[src/sv/rbp_pkg.sv]
package rbp_pkg;

  // Fixed widths of the pixel fields and the register file.
  localparam int SAMPLE_W     = 16;
  localparam int NUM_CH_PORTS = 4;
  localparam int CFG_IDX_W    = 3;
  localparam int CFG_DATA_W   = 16;
  localparam int MODE_W       = 2;
  localparam int BSIZE_W      = 5;
  localparam int RWIDTH_W     = 13;
  localparam int CCOUNT_W     = 3;

  // Default sizing of the top level.
  localparam int MAX_BORDER_DEF = 16;
  localparam int MAX_WIDTH_DEF  = 4096;
  localparam int CHANNELS_DEF   = 4;

  // Narrowest row the block pads.
  localparam int ROW_WIDTH_MIN = 2;

  // Register indexes.
  localparam logic [CFG_IDX_W-1:0] CFG_BORDER_MODE   = 3'd0;
  localparam logic [CFG_IDX_W-1:0] CFG_BORDER_SIZE   = 3'd1;
  localparam logic [CFG_IDX_W-1:0] CFG_ROW_WIDTH     = 3'd2;
  localparam logic [CFG_IDX_W-1:0] CFG_CHANNEL_COUNT = 3'd3;
  localparam logic [CFG_IDX_W-1:0] CFG_FILL_0        = 3'd4;
  localparam logic [CFG_IDX_W-1:0] CFG_FILL_1        = 3'd5;
  localparam logic [CFG_IDX_W-1:0] CFG_FILL_2        = 3'd6;
  localparam logic [CFG_IDX_W-1:0] CFG_FILL_3        = 3'd7;

  // Register reset values.
  localparam logic [MODE_W-1:0]   BORDER_MODE_RST   = 2'd0;
  localparam logic [BSIZE_W-1:0]  BORDER_SIZE_RST   = 5'd1;
  localparam logic [RWIDTH_W-1:0] ROW_WIDTH_RST     = 13'd4096;
  localparam logic [CCOUNT_W-1:0] CHANNEL_COUNT_RST = 3'd1;

  // Border modes after the unused code has been folded onto constant.
  typedef enum logic [MODE_W-1:0] {
    MODE_CONST = 2'd0,
    MODE_REPL  = 2'd1,
    MODE_REFL  = 2'd2
  } mode_t;

  // Where the datapath takes the next result pixel from.
  typedef enum logic [1:0] {
    SRC_FILL = 2'd0,
    SRC_PIX  = 2'd1,
    SRC_HEAD = 2'd2,
    SRC_TAIL = 2'd3
  } src_t;

  // Commands from the controller to the datapath.
  typedef struct packed {
    logic emit;
    logic capture;
    logic head_we;
    src_t src;
    logic is_padding;
    logic run_last;
    logic row_end;
  } cmd_t;

  // Status from the datapath to the controller.
  typedef struct packed {
    logic out_free;
  } status_t;

endpackage

[src/sv/rbp_cfg.sv]
module rbp_cfg
  import rbp_pkg::*;
#(
  parameter int  MAX_BORDER = MAX_BORDER_DEF,
  parameter int  MAX_WIDTH  = MAX_WIDTH_DEF,
  parameter int  CHANNELS   = CHANNELS_DEF,
  localparam int BW         = $clog2(MAX_BORDER + 1),
  localparam int IDX_W      = $clog2(MAX_WIDTH)
) (
  input  logic                                     clk,
  input  logic                                     rst_n,
  input  logic                                     cfg_valid,
  output logic                                     cfg_ready,
  input  logic [CFG_IDX_W-1:0]                     cfg_index,
  input  logic [CFG_DATA_W-1:0]                    cfg_wdata,
  output mode_t                                    mode,
  output logic [BW-1:0]                            border,
  output logic [IDX_W-1:0]                         last_idx,
  output logic [CCOUNT_W-1:0]                      chans,
  output logic [NUM_CH_PORTS-1:0][SAMPLE_W-1:0]    fill
);

  logic [MODE_W-1:0]                  mode_raw_r;
  logic [BSIZE_W-1:0]                 bsize_r;
  logic [RWIDTH_W-1:0]                rwidth_r;
  logic [CCOUNT_W-1:0]                ccount_r;
  logic [NUM_CH_PORTS-1:0][SAMPLE_W-1:0] fill_r;
  logic [31:0]                        w32;
  logic [31:0]                        b32;
  logic [31:0]                        c32;

  // Writes are taken in every cycle.
  assign cfg_ready = 1'b1;

  // Register file.
  always_ff @(posedge clk) begin
    if (!rst_n) begin
      mode_raw_r <= BORDER_MODE_RST;
      bsize_r    <= BORDER_SIZE_RST;
      rwidth_r   <= ROW_WIDTH_RST;
      ccount_r   <= CHANNEL_COUNT_RST;
      fill_r     <= '0;
    end else if (cfg_valid) begin
      unique case (cfg_index)
        CFG_BORDER_MODE:   mode_raw_r <= cfg_wdata[MODE_W-1:0];
        CFG_BORDER_SIZE:   bsize_r    <= cfg_wdata[BSIZE_W-1:0];
        CFG_ROW_WIDTH:     rwidth_r   <= cfg_wdata[RWIDTH_W-1:0];
        CFG_CHANNEL_COUNT: ccount_r   <= cfg_wdata[CCOUNT_W-1:0];
        CFG_FILL_0:        fill_r[0]  <= cfg_wdata[SAMPLE_W-1:0];
        CFG_FILL_1:        fill_r[1]  <= cfg_wdata[SAMPLE_W-1:0];
        CFG_FILL_2:        fill_r[2]  <= cfg_wdata[SAMPLE_W-1:0];
        CFG_FILL_3:        fill_r[3]  <= cfg_wdata[SAMPLE_W-1:0];
      endcase
    end
  end

  // Clamp width, border and channel count into their working ranges.
  // The border may never reach the row width.
  always_comb begin
    w32 = 32'(rwidth_r);
    if (w32 < 32'(ROW_WIDTH_MIN)) w32 = 32'(ROW_WIDTH_MIN);
    if (w32 > 32'(MAX_WIDTH))     w32 = 32'(MAX_WIDTH);
    b32 = 32'(bsize_r);
    if (b32 < 32'd1)              b32 = 32'd1;
    if (b32 > 32'(MAX_BORDER))    b32 = 32'(MAX_BORDER);
    if (b32 > w32 - 32'd1)        b32 = w32 - 32'd1;
    c32 = 32'(ccount_r);
    if (c32 < 32'd1)              c32 = 32'd1;
    if (c32 > 32'(CHANNELS))      c32 = 32'(CHANNELS);
  end

  assign last_idx = IDX_W'(w32 - 32'd1);
  assign border   = BW'(b32);
  assign chans    = CCOUNT_W'(c32);
  assign fill     = fill_r;

  // The unused mode code behaves as constant padding.
  always_comb begin
    unique case (mode_raw_r)
      MODE_REPL: mode = MODE_REPL;
      MODE_REFL: mode = MODE_REFL;
      default:   mode = MODE_CONST;
    endcase
  end

endmodule

[src/sv/rbp_ctrl.sv]
module rbp_ctrl
  import rbp_pkg::*;
#(
  parameter int  MAX_BORDER = MAX_BORDER_DEF,
  parameter int  MAX_WIDTH  = MAX_WIDTH_DEF,
  localparam int BW         = $clog2(MAX_BORDER + 1),
  localparam int IDX_W      = $clog2(MAX_WIDTH),
  localparam int DEPTH      = MAX_BORDER + 1
) (
  input  logic             clk,
  input  logic             rst_n,
  input  logic             in_valid,
  output logic             in_ready,
  input  mode_t            mode,
  input  logic [BW-1:0]    border,
  input  logic [IDX_W-1:0] last_idx,
  input  status_t          status,
  output cmd_t             cmd,
  output logic [BW-1:0]    head_waddr,
  output logic [BW-1:0]    head_raddr,
  output logic [BW-1:0]    tail_waddr,
  output logic [BW-1:0]    tail_raddr
);

  typedef enum logic [2:0] {
    S_IN,
    S_LEFT,
    S_HELD,
    S_CUR,
    S_RIGHT
  } state_t;

  state_t           state_r, state_nxt;
  logic [IDX_W-1:0] idx_r, idx_nxt;
  logic [BW-1:0]    tptr_r, tptr_nxt;
  logic [BW-1:0]    p_r, p_nxt;
  logic [BW-1:0]    head_addr_r, head_addr_nxt;
  logic [BW-1:0]    tail_addr_r, tail_addr_nxt;
  logic [BW-1:0]    tptr_inc;
  logic [BW-1:0]    tptr_dec;
  logic [BW-1:0]    tail_addr_dec;
  logic             idx_lt_b;
  logic             idx_eq_b;
  logic             at_last;
  logic             p_last;
  logic             step_done;

  // Position of the pixel in hand against border and row end.
  assign idx_lt_b = 32'(idx_r) < 32'(border);
  assign idx_eq_b = 32'(idx_r) == 32'(border);
  assign at_last  = idx_r >= last_idx;
  assign p_last   = p_r == border - BW'(1);

  // History pointers wrap at the depth of the stores.
  assign tptr_inc      = (tptr_r == BW'(DEPTH - 1)) ? '0 : tptr_r + BW'(1);
  assign tptr_dec      = (tptr_r == '0) ? BW'(DEPTH - 1) : tptr_r - BW'(1);
  assign tail_addr_dec = (tail_addr_r == '0) ? BW'(DEPTH - 1) : tail_addr_r - BW'(1);

  assign in_ready   = state_r == S_IN;
  assign head_waddr = BW'(idx_r);
  assign tail_waddr = tptr_r;
  // The stores read at the next address so the data lines up with it.
  assign head_raddr = head_addr_nxt;
  assign tail_raddr = tail_addr_nxt;

  // Next state and commands.
  always_comb begin
    state_nxt     = state_r;
    idx_nxt       = idx_r;
    tptr_nxt      = tptr_r;
    p_nxt         = p_r;
    head_addr_nxt = head_addr_r;
    tail_addr_nxt = tail_addr_r;
    cmd           = '0;
    cmd.src       = SRC_FILL;
    step_done     = 1'b0;

    unique case (state_r)
      S_IN: begin
        if (in_valid) begin
          cmd.capture = 1'b1;
          cmd.head_we = idx_lt_b || idx_eq_b;
          if (idx_lt_b) begin
            // Pixel is held back until the border pixel arrives.
            idx_nxt  = idx_r + IDX_W'(1);
            tptr_nxt = tptr_inc;
          end else if (idx_eq_b) begin
            state_nxt     = S_LEFT;
            p_nxt         = '0;
            head_addr_nxt = (mode == MODE_REPL) ? '0 : border;
          end else begin
            state_nxt = S_CUR;
          end
        end
      end

      S_LEFT: begin
        if (status.out_free) begin
          cmd.emit       = 1'b1;
          cmd.is_padding = 1'b1;
          unique case (mode)
            MODE_REPL: cmd.src = SRC_HEAD;
            MODE_REFL: begin
              // The mirror of the first border pixel is the pixel in hand.
              cmd.src       = (p_r == '0) ? SRC_PIX : SRC_HEAD;
              head_addr_nxt = head_addr_r - BW'(1);
            end
            default:   cmd.src = SRC_FILL;
          endcase
          if (p_last) begin
            state_nxt     = S_HELD;
            p_nxt         = '0;
            head_addr_nxt = '0;
          end else begin
            p_nxt = p_r + BW'(1);
          end
        end
      end

      S_HELD: begin
        if (status.out_free) begin
          cmd.emit = 1'b1;
          if (p_r == border) begin
            cmd.src   = SRC_PIX;
            step_done = 1'b1;
          end else begin
            cmd.src       = SRC_HEAD;
            p_nxt         = p_r + BW'(1);
            head_addr_nxt = head_addr_r + BW'(1);
          end
        end
      end

      S_CUR: begin
        if (status.out_free) begin
          cmd.emit  = 1'b1;
          cmd.src   = SRC_PIX;
          step_done = 1'b1;
        end
      end

      S_RIGHT: begin
        if (status.out_free) begin
          cmd.emit       = 1'b1;
          cmd.is_padding = 1'b1;
          unique case (mode)
            MODE_REPL: cmd.src = SRC_PIX;
            MODE_REFL: begin
              cmd.src       = SRC_TAIL;
              tail_addr_nxt = tail_addr_dec;
            end
            default:   cmd.src = SRC_FILL;
          endcase
          if (p_last) begin
            cmd.row_end  = 1'b1;
            cmd.run_last = 1'b1;
            state_nxt    = S_IN;
            idx_nxt      = '0;
            tptr_nxt     = '0;
          end else begin
            p_nxt = p_r + BW'(1);
          end
        end
      end

      default: state_nxt = S_IN;
    endcase

    // After the image pixels of a beat, either pad the right side or finish.
    if (step_done) begin
      if (at_last) begin
        state_nxt     = S_RIGHT;
        p_nxt         = '0;
        tail_addr_nxt = tptr_dec;
      end else begin
        cmd.run_last = 1'b1;
        state_nxt    = S_IN;
        idx_nxt      = idx_r + IDX_W'(1);
        tptr_nxt     = tptr_inc;
      end
    end
  end

  // State and counters.
  always_ff @(posedge clk) begin
    if (!rst_n) begin
      state_r     <= S_IN;
      idx_r       <= '0;
      tptr_r      <= '0;
      p_r         <= '0;
      head_addr_r <= '0;
      tail_addr_r <= '0;
    end else begin
      state_r     <= state_nxt;
      idx_r       <= idx_nxt;
      tptr_r      <= tptr_nxt;
      p_r         <= p_nxt;
      head_addr_r <= head_addr_nxt;
      tail_addr_r <= tail_addr_nxt;
    end
  end

  // A result is only produced when the output register can take it.
  a_emit_free: assert property (@(posedge clk) disable iff (!rst_n)
    cmd.emit |-> status.out_free)
    else $error("result issued while the output register is full");

  // The end of the padded row also ends the run of the beat.
  a_row_end_last: assert property (@(posedge clk) disable iff (!rst_n)
    cmd.row_end |-> (cmd.run_last && cmd.emit))
    else $error("row end without the final result of the beat");

  // After the row end the pixel position starts again from zero.
  a_row_restart: assert property (@(posedge clk) disable iff (!rst_n)
    (cmd.emit && cmd.row_end) |=> ((idx_r == '0) && (tptr_r == '0)))
    else $error("pixel position not cleared after row end");

  // The history write pointer stays inside the store.
  a_tptr_range: assert property (@(posedge clk) disable iff (!rst_n)
    32'(tptr_r) < DEPTH)
    else $error("history pointer out of range");

endmodule

[src/sv/rbp_dp.sv]
module rbp_dp
  import rbp_pkg::*;
#(
  parameter int  MAX_BORDER = MAX_BORDER_DEF,
  parameter int  CHANNELS   = CHANNELS_DEF,
  localparam int BW         = $clog2(MAX_BORDER + 1),
  localparam int DEPTH      = MAX_BORDER + 1,
  localparam int P_W        = CHANNELS * SAMPLE_W
) (
  input  logic                                  clk,
  input  logic                                  rst_n,
  input  logic [NUM_CH_PORTS-1:0][SAMPLE_W-1:0] in_pix,
  input  logic [CCOUNT_W-1:0]                   chans,
  input  logic [NUM_CH_PORTS-1:0][SAMPLE_W-1:0] fill,
  input  cmd_t                                  cmd,
  input  logic [BW-1:0]                         head_waddr,
  input  logic [BW-1:0]                         head_raddr,
  input  logic [BW-1:0]                         tail_waddr,
  input  logic [BW-1:0]                         tail_raddr,
  output status_t                               status,
  output logic                                  out_valid,
  input  logic                                  out_ready,
  output logic [NUM_CH_PORTS-1:0][SAMPLE_W-1:0] out_ch,
  output logic                                  out_is_padding,
  output logic                                  out_run_last,
  output logic                                  out_row_end
);

  logic [P_W-1:0]                        in_flat;
  logic [P_W-1:0]                        fill_flat;
  logic [P_W-1:0]                        pix_r;
  logic [P_W-1:0]                        head_mem [DEPTH];
  logic [P_W-1:0]                        tail_mem [DEPTH];
  logic [P_W-1:0]                        head_q_r;
  logic [P_W-1:0]                        tail_q_r;
  logic [P_W-1:0]                        sel;
  logic [NUM_CH_PORTS-1:0][SAMPLE_W-1:0] res_ch;
  logic                                  out_valid_r;
  logic [NUM_CH_PORTS-1:0][SAMPLE_W-1:0] out_ch_r;
  logic                                  out_is_padding_r;
  logic                                  out_run_last_r;
  logic                                  out_row_end_r;

  // Pack the channels in use into one pixel word; channels beyond the
  // build width are never stored.
  for (genvar g = 0; g < CHANNELS; g++) begin : g_pack
    assign in_flat[g*SAMPLE_W +: SAMPLE_W]   = in_pix[g];
    assign fill_flat[g*SAMPLE_W +: SAMPLE_W] = fill[g];
  end

  // Pixel in hand and the two history stores, read data registered.
  always_ff @(posedge clk) begin
    head_q_r <= head_mem[head_raddr];
    tail_q_r <= tail_mem[tail_raddr];
    if (cmd.capture) begin
      pix_r                <= in_flat;
      tail_mem[tail_waddr] <= in_flat;
      if (cmd.head_we) begin
        head_mem[head_waddr] <= in_flat;
      end
    end
  end

  // Select the source of the result pixel.
  always_comb begin
    unique case (cmd.src)
      SRC_FILL: sel = fill_flat;
      SRC_PIX:  sel = pix_r;
      SRC_HEAD: sel = head_q_r;
      SRC_TAIL: sel = tail_q_r;
    endcase
  end

  // Channels outside the configured count read as zero.
  for (genvar g = 0; g < NUM_CH_PORTS; g++) begin : g_mask
    if (g < CHANNELS) begin : g_used
      assign res_ch[g] = (CCOUNT_W'(g) < chans) ? sel[g*SAMPLE_W +: SAMPLE_W] : '0;
    end else begin : g_absent
      assign res_ch[g] = '0;
    end
  end

  // Output register: valid flag.
  always_ff @(posedge clk) begin
    if (!rst_n) begin
      out_valid_r <= 1'b0;
    end else if (cmd.emit) begin
      out_valid_r <= 1'b1;
    end else if (out_ready) begin
      out_valid_r <= 1'b0;
    end
  end

  // Output register: payload.
  always_ff @(posedge clk) begin
    if (cmd.emit) begin
      out_ch_r         <= res_ch;
      out_is_padding_r <= cmd.is_padding;
      out_run_last_r   <= cmd.run_last;
      out_row_end_r    <= cmd.row_end;
    end
  end

  assign status.out_free = !out_valid_r || out_ready;
  assign out_valid       = out_valid_r;
  assign out_ch          = out_ch_r;
  assign out_is_padding  = out_is_padding_r;
  assign out_run_last    = out_run_last_r;
  assign out_row_end     = out_row_end_r;

endmodule

[src/sv/image_row_border_padder_top.sv]
// Flow: a held pixel is only stored, a mid-row pixel gives one result, the pixel at index
// B (the border width) releases the left border, the held pixels and itself, and the last
// pixel of the row adds the right border; the next beat is taken only after all of these.
// Results come one per cycle from the single output register while the output never stalls.
// Reset: synchronous, active low; control and registers take their reset values,
// the pixel history stores are not cleared and are written before use.
module image_row_border_padder_top
  import rbp_pkg::*;
#(
  parameter int MAX_BORDER = MAX_BORDER_DEF,
  parameter int MAX_WIDTH  = MAX_WIDTH_DEF,
  parameter int CHANNELS   = CHANNELS_DEF
) (
  input  logic                  clk,
  input  logic                  rst_n,
  input  logic                  in_valid,
  output logic                  in_ready,
  input  logic [SAMPLE_W-1:0]   in_pix_ch0,
  input  logic [SAMPLE_W-1:0]   in_pix_ch1,
  input  logic [SAMPLE_W-1:0]   in_pix_ch2,
  input  logic [SAMPLE_W-1:0]   in_pix_ch3,
  output logic                  out_valid,
  input  logic                  out_ready,
  output logic [SAMPLE_W-1:0]   out_ch0,
  output logic [SAMPLE_W-1:0]   out_ch1,
  output logic [SAMPLE_W-1:0]   out_ch2,
  output logic [SAMPLE_W-1:0]   out_ch3,
  output logic                  out_is_padding,
  output logic                  out_run_last,
  output logic                  out_row_end,
  input  logic                  cfg_valid,
  output logic                  cfg_ready,
  input  logic [CFG_IDX_W-1:0]  cfg_index,
  input  logic [CFG_DATA_W-1:0] cfg_wdata
);

  localparam int BW    = $clog2(MAX_BORDER + 1);
  localparam int IDX_W = $clog2(MAX_WIDTH);

  mode_t                                 mode;
  logic [BW-1:0]                         border;
  logic [IDX_W-1:0]                      last_idx;
  logic [CCOUNT_W-1:0]                   chans;
  logic [NUM_CH_PORTS-1:0][SAMPLE_W-1:0] fill;
  logic [NUM_CH_PORTS-1:0][SAMPLE_W-1:0] in_pix;
  logic [NUM_CH_PORTS-1:0][SAMPLE_W-1:0] out_ch;
  cmd_t                                  cmd;
  status_t                               status;
  logic [BW-1:0]                         head_waddr;
  logic [BW-1:0]                         head_raddr;
  logic [BW-1:0]                         tail_waddr;
  logic [BW-1:0]                         tail_raddr;

  // Gather the channel ports of the input beat.
  assign in_pix[0] = in_pix_ch0;
  assign in_pix[1] = in_pix_ch1;
  assign in_pix[2] = in_pix_ch2;
  assign in_pix[3] = in_pix_ch3;

  // Register file and clamping of its values.
  rbp_cfg #(
    .MAX_BORDER (MAX_BORDER),
    .MAX_WIDTH  (MAX_WIDTH),
    .CHANNELS   (CHANNELS)
  ) u_cfg (
    .clk       (clk),
    .rst_n     (rst_n),
    .cfg_valid (cfg_valid),
    .cfg_ready (cfg_ready),
    .cfg_index (cfg_index),
    .cfg_wdata (cfg_wdata),
    .mode      (mode),
    .border    (border),
    .last_idx  (last_idx),
    .chans     (chans),
    .fill      (fill)
  );

  // Sequencer for held pixels and border runs.
  rbp_ctrl #(
    .MAX_BORDER (MAX_BORDER),
    .MAX_WIDTH  (MAX_WIDTH)
  ) u_ctrl (
    .clk        (clk),
    .rst_n      (rst_n),
    .in_valid   (in_valid),
    .in_ready   (in_ready),
    .mode       (mode),
    .border     (border),
    .last_idx   (last_idx),
    .status     (status),
    .cmd        (cmd),
    .head_waddr (head_waddr),
    .head_raddr (head_raddr),
    .tail_waddr (tail_waddr),
    .tail_raddr (tail_raddr)
  );

  // Pixel stores, source selection and output register.
  rbp_dp #(
    .MAX_BORDER (MAX_BORDER),
    .CHANNELS   (CHANNELS)
  ) u_dp (
    .clk            (clk),
    .rst_n          (rst_n),
    .in_pix         (in_pix),
    .chans          (chans),
    .fill           (fill),
    .cmd            (cmd),
    .head_waddr     (head_waddr),
    .head_raddr     (head_raddr),
    .tail_waddr     (tail_waddr),
    .tail_raddr     (tail_raddr),
    .status         (status),
    .out_valid      (out_valid),
    .out_ready      (out_ready),
    .out_ch         (out_ch),
    .out_is_padding (out_is_padding),
    .out_run_last   (out_run_last),
    .out_row_end    (out_row_end)
  );

  assign out_ch0 = out_ch[0];
  assign out_ch1 = out_ch[1];
  assign out_ch2 = out_ch[2];
  assign out_ch3 = out_ch[3];

endmodule

[config.mk]
export PLATFORM = sky130hd
export DESIGN_NAME = image_row_border_padder_top
export DESIGN_NICKNAME = d
export VERILOG_FILES = /design/src/sv/rbp_pkg.sv /design/src/sv/rbp_cfg.sv /design/src/sv/rbp_ctrl.sv /design/src/sv/rbp_dp.sv /design/src/sv/image_row_border_padder_top.sv
export SDC_FILE = /design/constraint.sdc
export NUM_CORES = 2
export LEC_CHECK = 0
export BUFFER_PORTS_ARGS = -buffer_cell sky130_fd_sc_hd__buf_2
export CORE_AREA = 2 2 446 448
export DETAILED_ROUTE_END_ITERATION = 10
export DIE_AREA = 0 0 448 450
export PLACE_DENSITY = 0.81
export SYNTH_ARGS = -nofsm -noshare
export SYNTH_HDL_FRONTEND = slang
export SYNTH_SLANG_ARGS = --single-unit
[constraint.sdc]
create_clock -name clk -period 11.8 [get_ports clk]
set_input_delay 1.18 -clock clk [delete_from_list [all_inputs] [get_ports clk]]
set_output_delay 1.18 -clock clk [all_outputs]
set_load 0.01 [all_outputs]
# Word-level counts from Yosys, hierarchy flattened
# Memory sizes are Yosys's and may differ from the RTL's. A register that Yosys moved wholly into a read port is not among the register bits.
# Index checks and enable logic that the tools add are counted.
# Widths: inputs -> output; s select.
[classes] n_mux=91 n_reduce_logical=22 n_addsub=9 magnitude_cmp=13 n_eq_ne=29
[ops] op="$pmux 64 s4" n=1
[ops] op="$mux 5" n=38
[ops] op="$mux 12" n=6
[ops] op="$mux 3" n=11
[ops] op="$gt 5x32->1" n=1
[ops] op="$mux 13" n=2
[ops] op="$pmux 12 s2" n=1
[ops] op="$pmux 5 s4" n=1
[ops] op="$sub 5x1->5 const B" n=4
[ops] op="$reduce_and 2->1" n=9
[ops] op="$mux 2" n=8
[ops] op="$add 5x1->5 const B" n=3
[ops] op="$eq 3x3->1 const B" n=5
[ops] op="$logic_not 5->1" n=3
[ops] op="$pmux 5 s3" n=1
[ops] op="$mux 1" n=14
[ops] op="$sub 13x1->14 const B" n=1
[ops] op="$gt 13x13->1 const B" n=1
[ops] op="$lt 13x2->1 const B" n=1
[ops] op="$add 12x1->12 const B" n=1
[ops] op="$eq 12x5->1" n=1
[ops] op="$eq 3x2->1 const B" n=4
[ops] op="$ge 12x12->1" n=1
[ops] op="$lt 12x5->1" n=1
[ops] op="other kinds (28)" n=45
[word_totals] register_bits=254 mem_count=2 ram_bits=2176
[memory_table] name="u_dp.head_mem" words=17 width=64 rd=1 rd_ports_with_merged_regs=1 wr=1 line_no="rbp_dp.sv:32" text="logic [P_W-1:0] head_mem [DEPTH];"
[memory_table] name="u_dp.tail_mem" words=17 width=64 rd=1 rd_ports_with_merged_regs=1 wr=1 line_no="rbp_dp.sv:33" text="logic [P_W-1:0] tail_mem [DEPTH];"

# Longest topological paths before layout
[logic_depth] depth_word=14 ltp_mapped=36

# By module
# A second synthesis with hierarchy kept.
[hier_totals] cells_unflattened=4793 hier_area_um2=98872.3
[by_module_without_submodules] module="rbp_dp" n_inst=1 cells_each=3877 seq_area_each_um2=71858.9 area_per_inst_um2=91773.0
[by_module_without_submodules] module="rbp_cfg" n_inst=1 cells_each=485 seq_area_each_um2=1741.7 area_per_inst_um2=3903.7
[by_module_without_submodules] module="rbp_ctrl" n_inst=1 cells_each=431 seq_area_each_um2=700.7 area_per_inst_um2=3195.6

# Least setup slack after synthesis
# OpenSTA, ideal clock, no wires.
[synth_path] kind="register to register" startpoint="register u_cfg.rwidth_r[8]" endpoint="memory u_dp.head_mem[16][0] in the netlist's numbering, enable pin" slack_ns=-0.547 setup_ns=0.667 synth_period_minus_slack_ns=12.347 n_path_buf=2 stages_incl_launch_ff=25 arrival_ns=11.681 required_time_ns=11.133 cell_sequence="dfxtp_1 > buf_2 > or4_4 > nor3_1 > o21ai_0 > ha_1 > clkbuf_1 > nor4bb_1 > o21ai_0 > and2_1 > inv_1 > ha_1 > and2_0 > nand4_1 > and2_1 > o2111ai_2 > nor2_1 > mux2_2 > ha_1 > a21o_1 > a21oi_1 > nand4_1 > a21boi_0 > nand2_1 > nor4b_1"
[synth_between] elab_chain_cells=14 elab_cells_between_ends=15
[synth_rtl] element="from (decl)" line_no="rbp_cfg.sv:25" text="logic [RWIDTH_W-1:0] rwidth_r;"
[synth_rtl] element="from (signal assigned)" line_no="rbp_cfg.sv:47" text="CFG_ROW_WIDTH: rwidth_r <= cfg_wdata[RWIDTH_W-1:0];"
[synth_rtl] element="$lt 13x2->1" line_no="rbp_cfg.sv:61" text="if (w32 < 32'(ROW_WIDTH_MIN)) w32 = 32'(ROW_WIDTH_MIN);"
[synth_rtl] element="$mux 13 *" line_no="rbp_cfg.sv:61"
[synth_rtl] element="$gt 13x13->1" line_no="rbp_cfg.sv:62" text="if (w32 > 32'(MAX_WIDTH)) w32 = 32'(MAX_WIDTH);"
[synth_rtl] element="$mux 13 *" line_no="rbp_cfg.sv:62"
[synth_rtl] element="$sub 13x1->14 *" line_no="rbp_cfg.sv:66" text="if (b32 > w32 - 32'd1) b32 = w32 - 32'd1;"
[synth_rtl] element="$gt 5x32->1" line_no="rbp_cfg.sv:66"
[synth_rtl] element="$mux 5 *" line_no="rbp_cfg.sv:66"
[synth_rtl] element="$lt 12x5->1 or $eq 12x5->1 (tied branches)" line_no="rbp_ctrl.sv:49, rbp_ctrl.sv:50"
[synth_rtl] element="$logic_or 1x1->1 *" line_no="rbp_ctrl.sv:82" text="cmd.head_we = idx_lt_b || idx_eq_b;"
[synth_rtl] element="$mux 2 *" line_no="rbp_ctrl.sv:80" text="if (in_valid) begin"
[synth_rtl] element="$mux 2 *" line_no="rbp_ctrl.sv:78" text="unique case (state_r)"
[synth_rtl] element="$mux 1 *" line_no="rbp_dp.sv:58" text="if (cmd.head_we) begin"
[synth_rtl] element="$mux 1 *" line_no="rbp_dp.sv:55" text="if (cmd.capture) begin"
[synth_rtl] element="$mux 1 (not written as such) *" line_no="rbp_dp.sv:59" text="head_mem[head_waddr] <= in_flat;"
[synth_rtl] element="to (decl)" line_no="rbp_dp.sv:32"
# Mark *: on every way between the ends. The rest lies on a longest branch, timed or not.

# Worst setup path in the final report
[layout_path] startpoint="register u_cfg.rwidth_r[8]" endpoint="register u_dp.head_q_r[37] (read register of u_dp.head_mem)"
[layout_between] elab_chain_cells=12 elab_cells_between_ends=21
[layout_rtl] element="$lt 13x2->1" line_no="rbp_cfg.sv:61"
[layout_rtl] element="$mux 13 *" line_no="rbp_cfg.sv:61"
[layout_rtl] element="$gt 13x13->1" line_no="rbp_cfg.sv:62"
[layout_rtl] element="$mux 13 *" line_no="rbp_cfg.sv:62"
[layout_rtl] element="$sub 13x1->14 *" line_no="rbp_cfg.sv:66"
[layout_rtl] element="$gt 5x32->1" line_no="rbp_cfg.sv:66"
[layout_rtl] element="$mux 5 *" line_no="rbp_cfg.sv:66"
[layout_rtl] element="$sub 5x1->5, or another cell as far along" line_no="rbp_ctrl.sv:52" text="assign p_last = p_r == border - BW'(1);"
[layout_rtl] element="$eq 5x5->1 or $mux 5 (tied branches)" line_no="rbp_ctrl.sv:52, rbp_ctrl.sv:87"
[layout_rtl] element="$mux 5, on equally long branches" line_no="rbp_ctrl.sv:110, rbp_ctrl.sv:83"
[layout_rtl] element="$mux 5, on equally long branches" line_no="rbp_ctrl.sv:98, rbp_ctrl.sv:80"
[layout_rtl] element="$pmux 5 s3 *" line_no="rbp_ctrl.sv:78"
[layout_rtl] element="to (decl)" line_no="rbp_dp.sv:34" text="logic [P_W-1:0] head_q_r;"
# Marked as above.
# A chain may end at the register's enable or synchronous reset.

==> impl_metrics.py <==
metrics = {
    "outcome": {
        "status": "finished, final reports clean",
    },
    "power": {
        "power_frac_seq": 0.477,
        "power_frac_clock": 0.344,
        "ir_worst_vdd_uv": 219,
        "pwr-share-comb": 0.179,
        "swShare": 0.286,
        "internal_power_mw": 16.2,
        "switching_power_mw": 6.51,
        "p_leak_nw": 36.5,
        "power.density_mw_per_mm2": 204,
    },
    "global_route": {
        "grt_pass1_vias": 63400,
        "antenna_found_initial": 34,
        "grt_max_degree": 161,
        "gr-total-overflow": 0,
        "grt_pass1_wl_um": 427000,
        "track_usage": 0.290,
    },
    "synth": {
        "synth.net_count": 7051,
        "yosys.area.top_type": "edfxtp_1",
        "async_flop_share": 0,
        "ys_warn_count": 0,
        "syn_avg_cell_area_um2": 14.4,
        "ys.flop_type": "edfxtp_1",
        "synth_enable_flop_cells": 2307,
        "ys_seq_area_frac": 0.743,
        "synth.distinct_cells": 84,
        "synth_seq_cells": 2558,
        "ys_top_cells_by_area": "edfxtp_1 (69%), dfxtp_1 (5.0%), nand2_1 (4.3%), a32oi_1 (2.2%), mux2i_1 (2.1%)",
        "synthesis.area_mm2": 0.100,
        "synth_top_cell_area_share": 0.693,
        "netlist_instances": 6921,
    },
    "layout": {
        "finalNetCount": 7093,
        "stdcell_count": 9826,
        "final_cell_area_mm2": 0.112,
        "regArea_mm2": 0.0743,
        "nFillCells": 14300,
        "final_common_cell": "edfxtp_1",
        "syn2layout_area_growth_pct": 11.7,
        "layout_common_cells": "edfxtp_1 (2307), nand2_1 (1151), nand3_1 (405)",
        "drive_above_1_share": 0.120,
        "multi_input_area_mm2": 0.0241,
    },
    "worst_setup_path": {
        "cp_num_buf_inv": 4,
        "required_ns": 12.53,
        "critPathMaxStageDelay_ns": 1.00,
        "end_kind": "register",
        "critical_path_class": "reg2reg",
        "r2r_start": "u_cfg.rwidth_r[8]",
        "startpoint": "u_cfg.rwidth_r[8]",
        "arrival_ns": 10.84,
        "cp_common_cell": "ha_1",
        "cp_max_fo": 98,
        "start_kind": "register",
        "slowest_stage": "buf_4",
        "crit_family": "simple AND/OR/NAND/NOR gates",
    },
    "clock_network": {
        "post_cts_resized": 0,
        "cts_setup_buffers": 0,
        "cts_max_level": 4,
        "hold_buffers": 0,
        "clk_latency_ns": 0.90,
        "cts_tree": "done",
        "cts.path.max_buffers": 3,
        "clk_pin_slew_ns": 0.07,
        "clock-root-buffer": "clkbuf_16",
        "cts.sinks": 2558,
        "numCtsBuffers": 229,
    },
    "sta": {
        "max_slew_margin": 0.0471,
        "slew_viol_final": 0,
        "finalCritPeriodShare": 0.857,
        "setup_violations": 0,
        "fmax_mhz": 98.9,
        "hold_viol": 0,
        "period_needed_ns": 10.11,
        "worst_slew_pin_slew_ns": 1.43,
        "fin_setup_tns_ns": 0,
        "fin_worst_skew_ns": 0.0508,
        "grt_setup_unrepaired": "no",
    },
    "placement": {
        "dp_hpwl_um": 159000,
        "dpl-instance-area_mm2": 0.104,
        "portBuffers": 156,
        "gp_congestion": 0.906,
        "placedCellCount": 9372,
    },
    "route": {
        "drt-total-wl_um": 300000,
        "dr.pass1.iters": 6,
        "via_per_inst": 6.68,
        "vias": 65600,
        "drtAntennaViolNets": 0,
        "drc": 0,
        "drt_iter0_markers": 11300,
        "wl_per_cell_um": 30.5,
    },
    "hold_path": {
        "min_from": "u_dp.head_mem[16][10]",
        "hold_path.class": "reg2reg",
    },
    "die": {
        "fp.dieArea_mm2": 0.202,
        "die_h_um": 450,
        "io_pins": 158,
        "fp.dieW_um": 448,
        "core.rowCount": 163,
        "core_mm2": 0.197,
        "start_util": 0.508,
    },
    "run": {
        "maxCapViolations": 0,
    },
}
## flip-flops by register name (all words and copies together) (netlist names), 5 cells and up
register	count
u_dp.head_mem	1088
u_dp.tail_mem	1088
u_cfg.fill	64
u_dp.head_q_r	64
u_dp.out_ch	64
u_dp.pix_r	64
u_dp.tail_q_r	64
u_cfg.rwidth_r	13
u_ctrl.idx_r	12
u_cfg.bsize_r	5
u_ctrl.head_addr_r	5
u_ctrl.p_r	5
u_ctrl.tail_addr_r	5
u_ctrl.tail_waddr	5
## layout make-up
cell class	count	area share
antenna	19	0.000426
clock inverter	120	0.0140
inverter	32	0.00110
sequential	2558	0.665
clock buffer	315	0.0573
timing repair buffer	280	0.0159
tap	2640	0.0296
multi-input combinational	3862	0.216
## power by group through the flow
stage	sequential [mW]	combinational (mW)	clock [mW]
2_1_floorplan	11.0	2.40	0
3_3_place_gp	11.0	3.76	0
3_5_place_dp	11.0	3.89	0
4_1_cts	10.8	3.95	7.84
5_1_grt	10.9	4.23	8.18
6_report	10.9	4.08	7.83
## worst register-to-register path, delay by kind of cell (launching register included)
| kind | cells | cell delay (ns) |
|---|---|---|
| AO/OA/AOI/OAI | 10 | 2.84 |
| adder cells (fa/ha/maj) | 3 | 0.94 |
| buffers and inverters | 4 | 2.09 |
| flip-flops | 1 | 0.38 |
| multiplexers | 1 | 0.43 |
| AND/OR/NAND/NOR | 13 | 3.31 |
## final timing paths
check | depth (start not counted) | end | slack, ns
setup / recovery | 31 | u_dp.head_q_r[37] | 1.69
hold / removal | 2 | u_dp.head_q_r[10] | 0.44
setup reg to reg | 31 | u_dp.head_q_r[37] | 1.69
hold reg to reg | 2 | u_dp.head_q_r[10] | 0.44
## Yosys cell counts, drive strengths merged, types with 26 or more instances
cell type	count
a211o	63
a211oi	93
a21boi	63
a21oi	130
a32oi	254
and2	46
and3	75
buf	122
clkbuf	347
dfxtp	251
edfxtp	2307
ha	42
inv	31
mux2	68
mux2i	214
mux4	50
nand2	1157
nand3	405
nand4	148
nor2	359
nor2b	45
nor3	26
o2111ai	64
o21a	69
o21ai	174
o221ai	61
o41ai	62
## cells by family after synthesis
group / Yosys count / share of synthesized area
AND/OR/NAND/NOR: 2345 / 0.104
adder cells (fa/ha/maj): 42 / 0.00526
buffers and inverters: 501 / 0.0204
XOR/XNOR: 11 / 0.000964
multiplexers: 332 / 0.0404
flip-flops: 2558 / 0.743
other: 1 / 0.0000375
AO/OA/AOI/OAI: 1131 / 0.0852
## per-stage QoR
stage               setup WS (ns)   util  power, mW  hold WS, ns
floorplan                   0.442      -       13.4        0.412
global placement             2.40  0.527       14.8        0.415
detailed placement           1.94  0.527       14.9        0.423
CTS                          1.87  0.568       22.6        0.435
global route                0.954  0.568       23.3        0.448
finish                       1.69  0.568       22.8        0.436
## metal layers
metal / vias up / track usage / wire length [µm]
li1: 26700 / - / -
met1: 32200 / 0.367 / 101000
met2: 5601 / 0.443 / 135000
met3: 1167 / 0.0815 / 41900
met4: 44 / 0.182 / 21500
met5: - / 0 / 273
Power figures use the tool's default switching activity.
